[src/rtl/core/nta_pkg.sv]
// Shared constants and types for the neighbour table with aging.
// No dependencies.
`timescale 1ns / 1ps
`default_nettype none

package nta_pkg;

  localparam int DEF_TABLE_DEPTH = 16;
  localparam int DEF_ID_WIDTH    = 48;

  localparam logic [31:0] DEF_TIMEOUT_MS = 32'd12000;

  localparam int CFG_IDX_W = 1;
  localparam logic [CFG_IDX_W-1:0] CFG_OWN_NET = 1'b0;
  localparam logic [CFG_IDX_W-1:0] CFG_TIMEOUT = 1'b1;

  localparam logic [2:0] EV_IGNORED    = 3'd0;
  localparam logic [2:0] EV_JOINED     = 3'd1;
  localparam logic [2:0] EV_REFRESHED  = 3'd2;
  localparam logic [2:0] EV_FULL       = 3'd3;
  localparam logic [2:0] EV_LEFT       = 3'd4;
  localparam logic [2:0] EV_SWEEP_DONE = 3'd5;

  typedef struct packed {
    logic step;  // ring advances one entry
    logic keep;  // head re-enters at the tail of the live region
    logic wr;    // append at wr_idx
  } cell_ctrl_t;

endpackage

`default_nettype wire

[src/rtl/core/neighbor_table_with_aging.sv]
// Neighbour table with timeout aging: controller and ring of nta_cell.
// Depends on nta_pkg and nta_cell.
//
//  channel   handshake                 moves
//  -------   -----------------------   -----------------------------------
//  command   start, busy               action, node id, rssi, time, net id
//  config    cfg_valid_i, cfg_ready_o  register index and data
//  result    res_valid_o (strobe)      event, peer id/rssi, has_peers, last
//
// Hello with foreign net id: result registered in the cycle after the transaction, no busy.
// Other hello: walk in ST_HELLO, result from ST_HELLO_END; sweep: walk in ST_SWEEP, one left result per
// expired entry, then ST_DONE. While walking, the ring moves one entry past the head cell per cycle.
// Reset clears entry count and own net id and loads the default timeout; entry storage needs no clearing.
// Results are strobed for one cycle; the receiver cannot stall.
`timescale 1ns / 1ps
`default_nettype none

module neighbor_table_with_aging #(
  parameter int TABLE_DEPTH = nta_pkg::DEF_TABLE_DEPTH,
  parameter int ID_WIDTH    = nta_pkg::DEF_ID_WIDTH
) (
  input  wire logic                            clk_i,
  input  wire logic                            rst_ni,
  input  wire logic                            start,
  output logic                                 busy,
  input  wire logic                            action_i,
  input  wire logic        [ID_WIDTH-1:0]      node_id_i,
  input  wire logic signed [7:0]               rssi_i,
  input  wire logic        [31:0]              now_ms_i,
  input  wire logic        [31:0]              net_id_i,
  input  wire logic                            net_id_present_i,
  input  wire logic                            cfg_valid_i,
  output logic                                 cfg_ready_o,
  input  wire logic [nta_pkg::CFG_IDX_W-1:0]   cfg_index_i,
  input  wire logic [31:0]                     cfg_data_i,
  output logic                                 res_valid_o,
  output logic        [2:0]                    event_res_o,
  output logic        [ID_WIDTH-1:0]           peer_id_o,
  output logic signed [7:0]                    peer_rssi_o,
  output logic                                 has_peers_o,
  output logic                                 last_o
);

  import nta_pkg::*;

  localparam int CNT_W = $clog2(TABLE_DEPTH + 1);
  localparam logic [CNT_W-1:0] FULL_CNT = CNT_W'(TABLE_DEPTH);

  localparam logic [2:0] ST_IDLE      = 3'd0;
  localparam logic [2:0] ST_HELLO     = 3'd1;
  localparam logic [2:0] ST_HELLO_END = 3'd2;
  localparam logic [2:0] ST_SWEEP     = 3'd3;
  localparam logic [2:0] ST_DONE      = 3'd4;

  logic [2:0]          state_q, state_d;
  logic [CNT_W-1:0]    cnt_q, cnt_d;
  logic [CNT_W-1:0]    len_q, len_d;
  logic [CNT_W-1:0]    step_q, step_d;
  logic                found_q, found_d;
  logic [31:0]         own_net_q, timeout_q;
  logic [ID_WIDTH-1:0] id_q, id_d;
  logic [7:0]          rssi_q, rssi_d;
  logic [31:0]         now_q, now_d;

  logic                valid_q, valid_d;
  logic [2:0]          evt_q, evt_d;
  logic [ID_WIDTH-1:0] pid_q, pid_d;
  logic [7:0]          prssi_q, prssi_d;
  logic                recent_q, recent_d;
  logic                last_q, last_d;

  logic [ID_WIDTH-1:0] cid  [TABLE_DEPTH];
  logic [7:0]          crssi[TABLE_DEPTH];
  logic [31:0]         cseen[TABLE_DEPTH];

  cell_ctrl_t          ctrl;
  logic [CNT_W-1:0]    cell_len;
  logic [ID_WIDTH-1:0] ld_id;
  logic [7:0]          ld_rssi;
  logic [31:0]         ld_seen;

  logic        accept;
  logic        hit;
  logic        sel_new;
  logic [31:0] age;
  logic        expired;
  logic        last_step;

  assign accept    = start && (state_q == ST_IDLE);
  assign hit       = (cid[0] == id_q);
  assign age       = now_q - cseen[0];
  assign expired   = age > timeout_q;
  assign last_step = (step_q == (cnt_q - CNT_W'(1)));
  assign sel_new   = (state_q == ST_HELLO_END) || ((state_q == ST_HELLO) && hit && !found_q);

  assign ld_id   = sel_new ? id_q   : cid[0];
  assign ld_rssi = sel_new ? rssi_q : crssi[0];
  assign ld_seen = sel_new ? now_q  : cseen[0];

  assign ctrl.step = (state_q == ST_HELLO) || (state_q == ST_SWEEP);
  assign ctrl.keep = (state_q == ST_HELLO) || !expired;
  assign ctrl.wr   = (state_q == ST_HELLO_END) && !found_q && (cnt_q != FULL_CNT);
  assign cell_len  = (state_q == ST_SWEEP) ? len_q : cnt_q;

  for (genvar g = 0; g < TABLE_DEPTH; g++) begin : g_cell
    logic [ID_WIDTH-1:0] n_id;
    logic [7:0]          n_rssi;
    logic [31:0]         n_seen;

    if (g == TABLE_DEPTH - 1) begin : g_tail
      assign n_id   = ld_id;
      assign n_rssi = ld_rssi;
      assign n_seen = ld_seen;
    end else begin : g_mid
      assign n_id   = cid[g+1];
      assign n_rssi = crssi[g+1];
      assign n_seen = cseen[g+1];
    end

    nta_cell #(
      .ID_WIDTH (ID_WIDTH),
      .CNT_W    (CNT_W),
      .IDX      (g)
    ) u_cell (
      .clk_i      (clk_i),
      .ctrl_i     (ctrl),
      .len_i      (cell_len),
      .wr_idx_i   (cnt_q),
      .nxt_id_i   (n_id),
      .nxt_rssi_i (n_rssi),
      .nxt_seen_i (n_seen),
      .ld_id_i    (ld_id),
      .ld_rssi_i  (ld_rssi),
      .ld_seen_i  (ld_seen),
      .id_o       (cid[g]),
      .rssi_o     (crssi[g]),
      .seen_o     (cseen[g])
    );
  end

  always_comb begin
    state_d  = state_q;
    cnt_d    = cnt_q;
    len_d    = len_q;
    step_d   = step_q;
    found_d  = found_q;
    id_d     = id_q;
    rssi_d   = rssi_q;
    now_d    = now_q;
    valid_d  = 1'b0;
    evt_d    = evt_q;
    pid_d    = pid_q;
    prssi_d  = prssi_q;
    recent_d = 1'b0;
    last_d   = 1'b1;

    unique case (state_q)
      ST_IDLE: begin
        if (accept) begin
          id_d    = node_id_i;
          rssi_d  = rssi_i;
          now_d   = now_ms_i;
          step_d  = '0;
          found_d = 1'b0;
          len_d   = cnt_q;
          if (action_i) begin
            state_d = (cnt_q == '0) ? ST_DONE : ST_SWEEP;
          end else if (net_id_present_i && (net_id_i != own_net_q)) begin
            valid_d = 1'b1;
            evt_d   = EV_IGNORED;
            pid_d   = node_id_i;
            prssi_d = rssi_i;
          end else begin
            state_d = (cnt_q == '0) ? ST_HELLO_END : ST_HELLO;
          end
        end
      end
      ST_HELLO: begin
        found_d = found_q || hit;
        step_d  = step_q + CNT_W'(1);
        if (last_step) begin
          state_d = ST_HELLO_END;
        end
      end
      ST_HELLO_END: begin
        valid_d = 1'b1;
        pid_d   = id_q;
        prssi_d = rssi_q;
        state_d = ST_IDLE;
        if (found_q) begin
          evt_d = EV_REFRESHED;
        end else if (cnt_q == FULL_CNT) begin
          evt_d = EV_FULL;
        end else begin
          evt_d = EV_JOINED;
          cnt_d = cnt_q + CNT_W'(1);
        end
      end
      ST_SWEEP: begin
        step_d = step_q + CNT_W'(1);
        if (expired) begin
          valid_d = 1'b1;
          evt_d   = EV_LEFT;
          pid_d   = cid[0];
          prssi_d = crssi[0];
          last_d  = 1'b0;
          len_d   = len_q - CNT_W'(1);
        end
        if (last_step) begin
          state_d = ST_DONE;
        end
      end
      ST_DONE: begin
        valid_d  = 1'b1;
        evt_d    = EV_SWEEP_DONE;
        pid_d    = '0;
        prssi_d  = '0;
        recent_d = (len_q != '0);
        cnt_d    = len_q;
        state_d  = ST_IDLE;
      end
      default: begin
        state_d = ST_IDLE;
      end
    endcase
  end

  always_ff @(posedge clk_i or negedge rst_ni) begin
    if (!rst_ni) begin
      state_q   <= ST_IDLE;
      cnt_q     <= '0;
      found_q   <= 1'b0;
      valid_q   <= 1'b0;
      own_net_q <= '0;
      timeout_q <= DEF_TIMEOUT_MS;
    end else begin
      state_q <= state_d;
      cnt_q   <= cnt_d;
      found_q <= found_d;
      valid_q <= valid_d;
      if (cfg_valid_i && cfg_ready_o) begin
        unique case (cfg_index_i)
          CFG_OWN_NET: own_net_q <= cfg_data_i;
          CFG_TIMEOUT: timeout_q <= cfg_data_i;
          default:     ;
        endcase
      end
    end
  end

  always_ff @(posedge clk_i) begin
    len_q    <= len_d;
    step_q   <= step_d;
    id_q     <= id_d;
    rssi_q   <= rssi_d;
    now_q    <= now_d;
    evt_q    <= evt_d;
    pid_q    <= pid_d;
    prssi_q  <= prssi_d;
    recent_q <= recent_d;
    last_q   <= last_d;
  end

  assign busy         = (state_q != ST_IDLE);
  assign cfg_ready_o  = !busy;
  assign res_valid_o  = valid_q;
  assign event_res_o  = evt_q;
  assign peer_id_o    = pid_q;
  assign peer_rssi_o  = prssi_q;
  assign has_peers_o  = recent_q;
  assign last_o       = last_q;

endmodule

`default_nettype wire

[src/rtl/core/nta_cell.sv]
// One storage cell of the neighbour ring: id, rssi and last-heard time.
// Depends on nta_pkg for the control struct.
`timescale 1ns / 1ps
`default_nettype none

module nta_cell #(
  parameter int ID_WIDTH = 48,
  parameter int CNT_W    = 5,
  parameter int IDX      = 0
) (
  input  wire logic                   clk_i,
  input  wire nta_pkg::cell_ctrl_t    ctrl_i,
  input  wire logic [CNT_W-1:0]       len_i,
  input  wire logic [CNT_W-1:0]       wr_idx_i,
  input  wire logic [ID_WIDTH-1:0]    nxt_id_i,
  input  wire logic [7:0]             nxt_rssi_i,
  input  wire logic [31:0]            nxt_seen_i,
  input  wire logic [ID_WIDTH-1:0]    ld_id_i,
  input  wire logic [7:0]             ld_rssi_i,
  input  wire logic [31:0]            ld_seen_i,
  output logic      [ID_WIDTH-1:0]    id_o,
  output logic      [7:0]             rssi_o,
  output logic      [31:0]            seen_o
);

  localparam logic [CNT_W-1:0] POS  = CNT_W'(IDX);
  localparam logic [CNT_W-1:0] POS1 = CNT_W'(IDX + 1);

  logic [ID_WIDTH-1:0] id_q;
  logic [7:0]          rssi_q;
  logic [31:0]         seen_q;

  logic shift_en;
  logic load_en;

  assign shift_en = ctrl_i.step && (POS1 < len_i);
  assign load_en  = (ctrl_i.step && ctrl_i.keep && (POS1 == len_i)) ||
                    (ctrl_i.wr && (POS == wr_idx_i));

  always_ff @(posedge clk_i) begin
    if (shift_en) begin
      id_q   <= nxt_id_i;
      rssi_q <= nxt_rssi_i;
      seen_q <= nxt_seen_i;
    end else if (load_en) begin
      id_q   <= ld_id_i;
      rssi_q <= ld_rssi_i;
      seen_q <= ld_seen_i;
    end
  end

  assign id_o   = id_q;
  assign rssi_o = rssi_q;
  assign seen_o = seen_q;

endmodule

`default_nettype wire

[config.mk]
export PLATFORM = sky130hd
export DESIGN_NAME = neighbor_table_with_aging
export DESIGN_NICKNAME = d
export VERILOG_FILES = /design/src/rtl/core/nta_pkg.sv /design/src/rtl/core/neighbor_table_with_aging.sv /design/src/rtl/core/nta_cell.sv
export SDC_FILE = /design/constraint.sdc
export NUM_CORES = 2
export LEC_CHECK = 0
export ABC_AREA = 1
export BUFFER_PORTS_ARGS = -buffer_cell sky130_fd_sc_hd__clkbuf_2
export CAP_MARGIN = 25
export CORE_MARGIN = 4
export CORE_UTILIZATION = 40
export CTS_BUF_LIST = sky130_fd_sc_hd__clkbuf_8
export DETAILED_ROUTE_END_ITERATION = 7
export REMOVE_ABC_BUFFERS = 1
export SYNTH_ARGS = -nofsm -noshare
export SYNTH_HDL_FRONTEND = slang
export SYNTH_SLANG_ARGS = --single-unit
[constraint.sdc]
create_clock -name clk_i -period 6.9 [get_ports clk_i]
set_input_delay 1.035 -clock clk_i [delete_from_list [all_inputs] [get_ports clk_i]]
set_output_delay 1.035 -clock clk_i [all_outputs]
set_load 0.1 [all_outputs]
## After elaboration in Yosys (flattened, before gate mapping)

Index checks and enable logic that the tools add are counted.

| word-level totals | value |
|---|---|
| bits of input ports | 159 |
| word-level logic and storage cells | 392 |
| output and inout bits | 64 |
| latch bits | 0 |
| memory bits (writable) | 0 |
| flip-flop bits (word level) | 1641 |
| memories kept | 0 |
| bits in read-only memories | 0 |

| operators by class | value |
|---|---|
| bitwise logic cells | 1 |
| shift-type cells | 0 |
| divide/modulo/power cells | 0 |
| equality and inequality tests | 49 |
| multiply operators | 0 |
| magnitude comparators | 17 |
| reduce and logical (&&, ||, !) cells | 115 |
| $add $sub $neg | 5 |
| muxes and demuxes | 141 |

Operator list:

| kind | count |
|---|---|
| $mux W48 | 37 |
| $mux W32 | 33 |
| $mux W8 | 37 |
| $pmux W48 S4 | 1 |
| $eq A4 B5 Y1 const A | 16 |
| $logic_and A1 B1 Y1 | 56 |
| $eq A48 B48 Y1 | 1 |
| $eq A3 B5 Y1 const A | 8 |
| $lt A4 B5 Y1 const A | 8 |
| $reduce_bool A2 Y1 | 20 |
| $gt A32 B32 Y1 | 1 |
| $ne A32 B32 Y1 | 1 |
| $pmux W8 S4 | 1 |
| $sub A32 B32 Y32 | 1 |
| $mux W3 | 10 |
| $mux W5 | 6 |
| $pmux W5 S2 | 3 |
| $eq A2 B5 Y1 const A | 4 |
| $logic_or A1 B1 Y1 | 20 |
| $lt A3 B5 Y1 const A | 4 |
| $ne A2 B2 Y1 const B | 7 |
| $pmux W3 S4 | 1 |
| $add A5 B1 Y5 const B | 2 |
| $eq A1 B5 Y1 const A | 2 |
| other kinds (30) | 48 |

## Longest topological paths before layout

| logic depth | value |
|---|---|
| word-level depth | 9 |
| mapped depth | 24 |
| mapped depth without buffers | 23 |

## Cells and area by module

From an unflattened synthesis, not the netlist that was laid out.

| second synthesis, totals | value |
|---|---|
| cells, all modules | 8110 |
| area, all modules | 78016.1 um^2 |

By module, submodules not included:

| module | times used | area an instance (um^2) | cells each | sequential area each (um^2) |
|---|---|---|---|---|
| neighbor_table_with_aging | 1 | 14373.8 | 1760 | 6615.1 |
| nta_cell at g_cell[9].u_cell | 1 | 4125.2 | 405 | 2642.5 |
| nta_cell at g_cell[15].u_cell | 1 | 4106.4 | 403 | 2642.5 |
| nta_cell at g_cell[3].u_cell | 1 | 4003.8 | 406 | 2642.5 |
| nta_cell at g_cell[7].u_cell | 1 | 3986.3 | 397 | 2642.5 |
| nta_cell at g_cell[11].u_cell | 1 | 3985.1 | 398 | 2642.5 |
| nta_cell at g_cell[14].u_cell | 1 | 3981.3 | 396 | 2642.5 |
| nta_cell at g_cell[4].u_cell | 1 | 3977.6 | 398 | 2642.5 |
| nta_cell at g_cell[2].u_cell | 1 | 3972.6 | 398 | 2642.5 |
| nta_cell at g_cell[10].u_cell | 1 | 3963.8 | 396 | 2642.5 |
| nta_cell at g_cell[1].u_cell | 1 | 3962.6 | 398 | 2642.5 |
| nta_cell at g_cell[5].u_cell | 1 | 3962.6 | 395 | 2642.5 |
| nta_cell at g_cell[12].u_cell | 1 | 3956.3 | 394 | 2642.5 |
| nta_cell at g_cell[8].u_cell | 1 | 3955.0 | 395 | 2642.5 |
| 3 more rows | - | - | - | - |

## Worst setup path after synthesis

Ideal clock, no wire load.

| timing | value |
|---|---|
| kind | register to register |
| from | register state_q[1] |
| to | register evt_q[0] (netlist: event_res_o[0]), enable pin |
| required time | 6.473 ns |
| stages on the path, launching flop included | 6 |
| path slack | -0.776 ns |
| buffers on the path | 0 |
| period minus slack after synthesis | 7.676 ns |
| data arrival time | 7.250 ns |
| library setup time | 0.427 ns |
| cell sequence | dfrtp_1 nor2_1 nand2_1 nor2_1 nand4_1 nand3_1 |

| between the ends | value |
|---|---|
| longest elaborated chain between the ends | 4 |
| elaborated cells on any way between the ends | 11 |
| those cells by class | eq/ne: 7; reduce/logical: 4 |

RTL lines:

| element | line | text |
|---|---|---|
| start, declared | neighbor_table_with_aging.sv:55 | `logic [2:0] state_q, state_d;` |
| start signal, assigned | neighbor_table_with_aging.sv:237 | `state_q <= state_d;` |
| $logic_not A3 Y1 | neighbor_table_with_aging.sv:89, neighbor_table_with_aging.sv:157 |  |
| $logic_and A1 B1 Y1 | neighbor_table_with_aging.sv:89 | `assign accept = start && (state_q == ST_IDLE);` |
| $ne A2 B2 Y1 (no source line) | - |  |
| $reduce_and A5 Y1 (no source line) * | - |  |
| end signal, assigned | neighbor_table_with_aging.sv:257 | `evt_q <= evt_d;` |
| end, declared | neighbor_table_with_aging.sv:66 | `logic [2:0] evt_q, evt_d;` |

Every way passes the cells marked *; elsewhere a longest branch is shown, timed or not.
A chain may end at the register's enable or synchronous reset.

## Worst setup path in the final report

| timing | value |
|---|---|
| from | register now_q[2] |
| to | register g_cell[3].u_cell.id_q[9], enable pin |

| between the ends | value |
|---|---|
| longest elaborated chain between the ends | 8 |

RTL lines:

| element | line | text |
|---|---|---|
| start, declared | neighbor_table_with_aging.sv:63 | `logic [31:0] now_q, now_d;` |
| start signal, assigned | neighbor_table_with_aging.sv:256 | `now_q <= now_d;` |
| $sub A32 B32 Y32 | neighbor_table_with_aging.sv:91 | `assign age = now_q - cseen[0];` |
| $gt A32 B32 Y1 | neighbor_table_with_aging.sv:92 | `assign expired = age > timeout_q;` |
| $logic_not A1 Y1 | neighbor_table_with_aging.sv:101 | `assign ctrl.keep = (state_q == ST_HELLO) \|\| !expired;` |
| $logic_or A1 B1 Y1 | neighbor_table_with_aging.sv:101 |  |
| $logic_and A1 B1 Y1 (2 in a row) | nta_cell.sv:37 | `assign load_en = (ctrl_i.step && ctrl_i.keep && (POS1 == len_i)) \|\|` |
| $logic_or A1 B1 Y1 | nta_cell.sv:37 |  |
| $reduce_bool A2 Y1 (no source line) | - |  |
| end signal, assigned | nta_cell.sv:42 | `id_q <= nxt_id_i;` |
| end signal, assigned | nta_cell.sv:46 | `id_q <= ld_id_i;` |
| end, declared | nta_cell.sv:29 | `logic [ID_WIDTH-1:0] id_q;` |

Every way passes these cells.

==> qor.txt <==
Main synth FF type: sky130_fd_sc_hd__edfxtp_1
Min-Delay Path Class: input pin to flop
Total number of placement rows: 159
Area of the core: 188000 µm²
Cell breakdown of the critical path: ha_1 -> nand2_1 -> o21ai_0 -> a21oi_1 -> o21ai_0 -> nand2_1 -> nand2_1 -> nand2_1 -> nand3_1 -> nand2_1 -> ha_1 -> nand2_1 -> nor2_1 -> nand4_1 -> nor3b_1 -> nand3b_1 -> nand3_1 -> nand3_1 -> nand2_4 -> buf_12
Result of the run: complete, no violations
R2R setup slack: 1.16 ns
Number of global-route vias before repair: 57081
Clock slew seen by the registers of the worst setup and hold paths: 0.06 ns
Sort of element at the end of the critical path: flop
Worst-case hold path end point: id_q[39]$_DFFE_PP_
Most common cell after layout, fill and taps aside: sky130_fd_sc_hd__nand2_1
Maximum number of pins on one net before global-route repair: 89
Number of buffer and inverter stages on the critical path: 1
Maximum single-stage delay on the critical path: 0.65 ns
Level count of the clock H-tree: 5
Buffers added on ports: 222
XOR/XNOR Fraction of Synth Area: 0.00738
Category of the worst setup path launch point: flop
Met1 Resource Use GR: 0.328
Area of placed instances: 79500 µm²
Initial antenna violation count: 13
Post-route antenna net violation count: 0
Cell taking the most area after synthesis: sky130_fd_sc_hd__edfxtp_1
Period utilization: 0.832
Number of slew-limit violations in the final report: 0
Setup repair after global routing missed its margin: no
Slew HR: 0.241
Detailed-route wire length per cell: 23.1 µm
Relative area change from synthesis to final layout: 11.4%
Depth of the most critical reg-to-reg path: 20
Highest-count cells in the layout ignoring fill and taps: sky130_fd_sc_hd__nand2_1, sky130_fd_sc_hd__edfxtp_1, sky130_fd_sc_hd__nand3_1
Synth Area in Adders: 0.0123
Total via count in the routed design: 58673
Die height: 444 µm
Clock Skew: 0.0794 ns
Number of DRC markers in iteration 0: 6743
Post-layout utilization of the core: 0.450
Count of flip-flops with a built-in enable after synthesis: 1565
Cell mode on critical path: sky130_fd_sc_hd__nand2_1
Final min period: 5.74 ns
Ratio of routed vias to standard cells: 5.56
Signal arrival time at the worst endpoint: 6.40 ns
Clock insertion delay at the later pin of the skew report: 1.04 ns
Family with the most delay on the worst path: simple AND/OR/NAND/NOR gates
Hold buffer count at CTS: 0
Fraction of synthesized cell area taken by the top area cell type: 0.619
Overflow left after global routing: 0
Multiplexer share of the synthesized area: 0.00341
Gate Count Post-Synth: 7747
Share of flip-flops with an asynchronous set or reset after synthesis: 0.0451
Max Clk Rate: 174 MHz
Final setup violation count: 0
Required arrival time at the worst endpoint: 7.56 ns
# clock sinks: 1641
Sum Neg Setup Slack: 0 ns
Number of buffers created by CTS: 291
Crit path max fanout: 41
Worst min-delay path startpoint: node_id_i[39]
Crit Path Class: flop to flop
Total iterations of the first detailed-routing run: 6
Worst r2r src: now_q[2]$_DFFE_PP_
GR met2 Demand/Resource: 0.380
Number of synthesized register bits: 1641
First-pass GRT wire length: 363000 µm
All-layer global routing usage: 0.241
Count of nets after finishing: 8090
Worst hold stages: 1
CTS-repair resized insts: 0
Met3 routing resource usage after global routing: 0.0530
Share of cells above drive strength 1: 0.0945
End of the worst register-to-register path: g_cell[3].u_cell.id_o[9]$_DFFE_PP_
Most used routing layer in global routing: met2
Post-Synth Simple-Gate Area: 0.270
Top-level port count: 223
Slowest-stage cell, CP: sky130_fd_sc_hd__nand2_4
Number of buffers on the longest clock path: 4
Number of setup buffers added after CTS: 0
Post-synthesis average cell area: 9.80 µm²
Area of the mapped netlist: 75900 µm²
Effective utilization at floorplan: 0.404
Slew at the pin closest to its max-slew limit: 1.14 ns
Total Die Area: 197000 µm²
Total half-perimeter wirelength after legalization and detailed placement: 145000 µm
Number of hold violations in the final report: 0
Routability Congestion: 0.870
Post-synthesis sequential area ratio: 0.644
Layout Cell Area excl Fill: 84600 µm²
Post-synthesis cell type count: 45
Synth Warn #: 0
Main combinational cell family by area after synthesis: simple AND/OR/NAND/NOR gates
Maximum Capacitance Violations: 0
DIE WIDTH: 444 µm
Count of unresolved DRC violations after routing: 0
Most area-consuming cells after synthesis: sky130_fd_sc_hd__edfxtp_1, sky130_fd_sc_hd__nand2_1, sky130_fd_sc_hd__nand3_1
Clock tree from TritonCTS: built
Master cell of the clock root buffer: sky130_fd_sc_hd__clkbuf_8
Final Routed Wirelength: 243000 µm
Synth Area in Compound Gates: 0.0205
[flip-flops by register name, summed over array words and instances, names as in the netlist, 3 cells and up]
| signal | cells |
|---|---|
| cnt_q | 5 |
| g_cell.u_cell.seen_o | 512 |
| timeout_q | 32 |
| event_res_o | 3 |
| g_cell.u_cell.rssi_o | 128 |
| step_q | 5 |
| rssi_q | 8 |
| len_q | 5 |
| peer_rssi_o | 8 |
| own_net_q | 32 |
| peer_id_o | 48 |
| g_cell.u_cell.id_o | 768 |
| now_q | 32 |
| id_q | 48 |
| state_q | 3 |
[final cells by class]
| cell class | instances | area (µm²) |
|---|---|---|
| Tap cell | 2495 | 3120 |
| Multi-Input combinational cell | 5290 | 24100 |
| Antenna cell | 4 | 10.0 |
| Clock buffer | 304 | 4180 |
| Inverter | 305 | 1190 |
| Timing Repair Buffer | 328 | 2300 |
| Sequential cell | 1641 | 48900 |
| Fill cell | 17808 | 104000 |
| Clock inverter | 177 | 807 |
[kinds of logic (layout without fill, tap and decap cells)]
| family | Yosys count | after routing |
|---|---|---|
| buf+inv | 816 | 1114 |
| mux | 23 | 23 |
| fa+ha+maj | 74 | 74 |
| compound gates | 253 | 253 |
| other cells | 0 | 4 |
| xor+xnor | 64 | 64 |
| flops | 1641 | 1641 |
| simple gates | 4876 | 4876 |
[metrics by stage]
| stage | hold slack, ns | cells | setup slack [ns] |
|---|---|---|---|
| final | 0.201 | 10544 | 1.16 |
| after global routing | 0.142 | 10543 | 0.711 |
| after CTS | 0.0951 | 10533 | 1.18 |
| after detailed placement | 0.502 | 10052 | 1.22 |
| after global placement | 0.496 | 10050 | 1.07 |
| after floorplan | 0.480 | 7236 | -5.66 |
[worst max path at each step]
stage / from / to / slack (ns) / cells after the start
floorplan: state_q[1]$_DFFE_PN0P_ / g_cell[13].u_cell.id_o[0]$_DFFE_PP_ / -5.66 / 11
global placement: now_q[2]$_DFFE_PP_ / g_cell[3].u_cell.id_o[1]$_DFFE_PP_ / 1.07 / 20
detailed placement: now_q[2]$_DFFE_PP_ / g_cell[3].u_cell.id_o[1]$_DFFE_PP_ / 1.22 / 20
CTS: now_q[2]$_DFFE_PP_ / g_cell[3].u_cell.id_o[20]$_DFFE_PP_ / 1.18 / 20
global route: now_q[2]$_DFFE_PP_ / g_cell[3].u_cell.id_o[20]$_DFFE_PP_ / 0.71 / 20
finish: now_q[2]$_DFFE_PP_ / g_cell[3].u_cell.id_o[9]$_DFFE_PP_ / 1.16 / 20
[synthesized netlist by cell type (25+ instances only)]
| cell | number |
|---|---|
| sky130_fd_sc_hd__nand3_1 | 1463 |
| sky130_fd_sc_hd__ha_1 | 73 |
| sky130_fd_sc_hd__dfrtp_1 | 67 |
| sky130_fd_sc_hd__nor2_1 | 118 |
| sky130_fd_sc_hd__o21ai_0 | 88 |
| sky130_fd_sc_hd__and2_1 | 88 |
| sky130_fd_sc_hd__buf_2 | 96 |
| sky130_fd_sc_hd__buf_1 | 31 |
| sky130_fd_sc_hd__edfxtp_1 | 1565 |
| sky130_fd_sc_hd__nand2_1 | 3139 |
| sky130_fd_sc_hd__inv_1 | 286 |
| sky130_fd_sc_hd__o221ai_1 | 57 |
| sky130_fd_sc_hd__a21oi_1 | 78 |
| sky130_fd_sc_hd__xor2_1 | 25 |
| sky130_fd_sc_hd__xnor2_1 | 39 |
| sky130_fd_sc_hd__clkbuf_1 | 376 |
[routing by layer]
layer / vias up / wire, µm
met5: - / 41
met4: 6 / 7660
met3: 476 / 23600
met2: 2942 / 110000
met1: 28733 / 101000
li1: 26516 / -
Power is left out: the tool's default activity adds up to more than one toggle a clock period on the data nets, which glitch-free logic cannot reach.
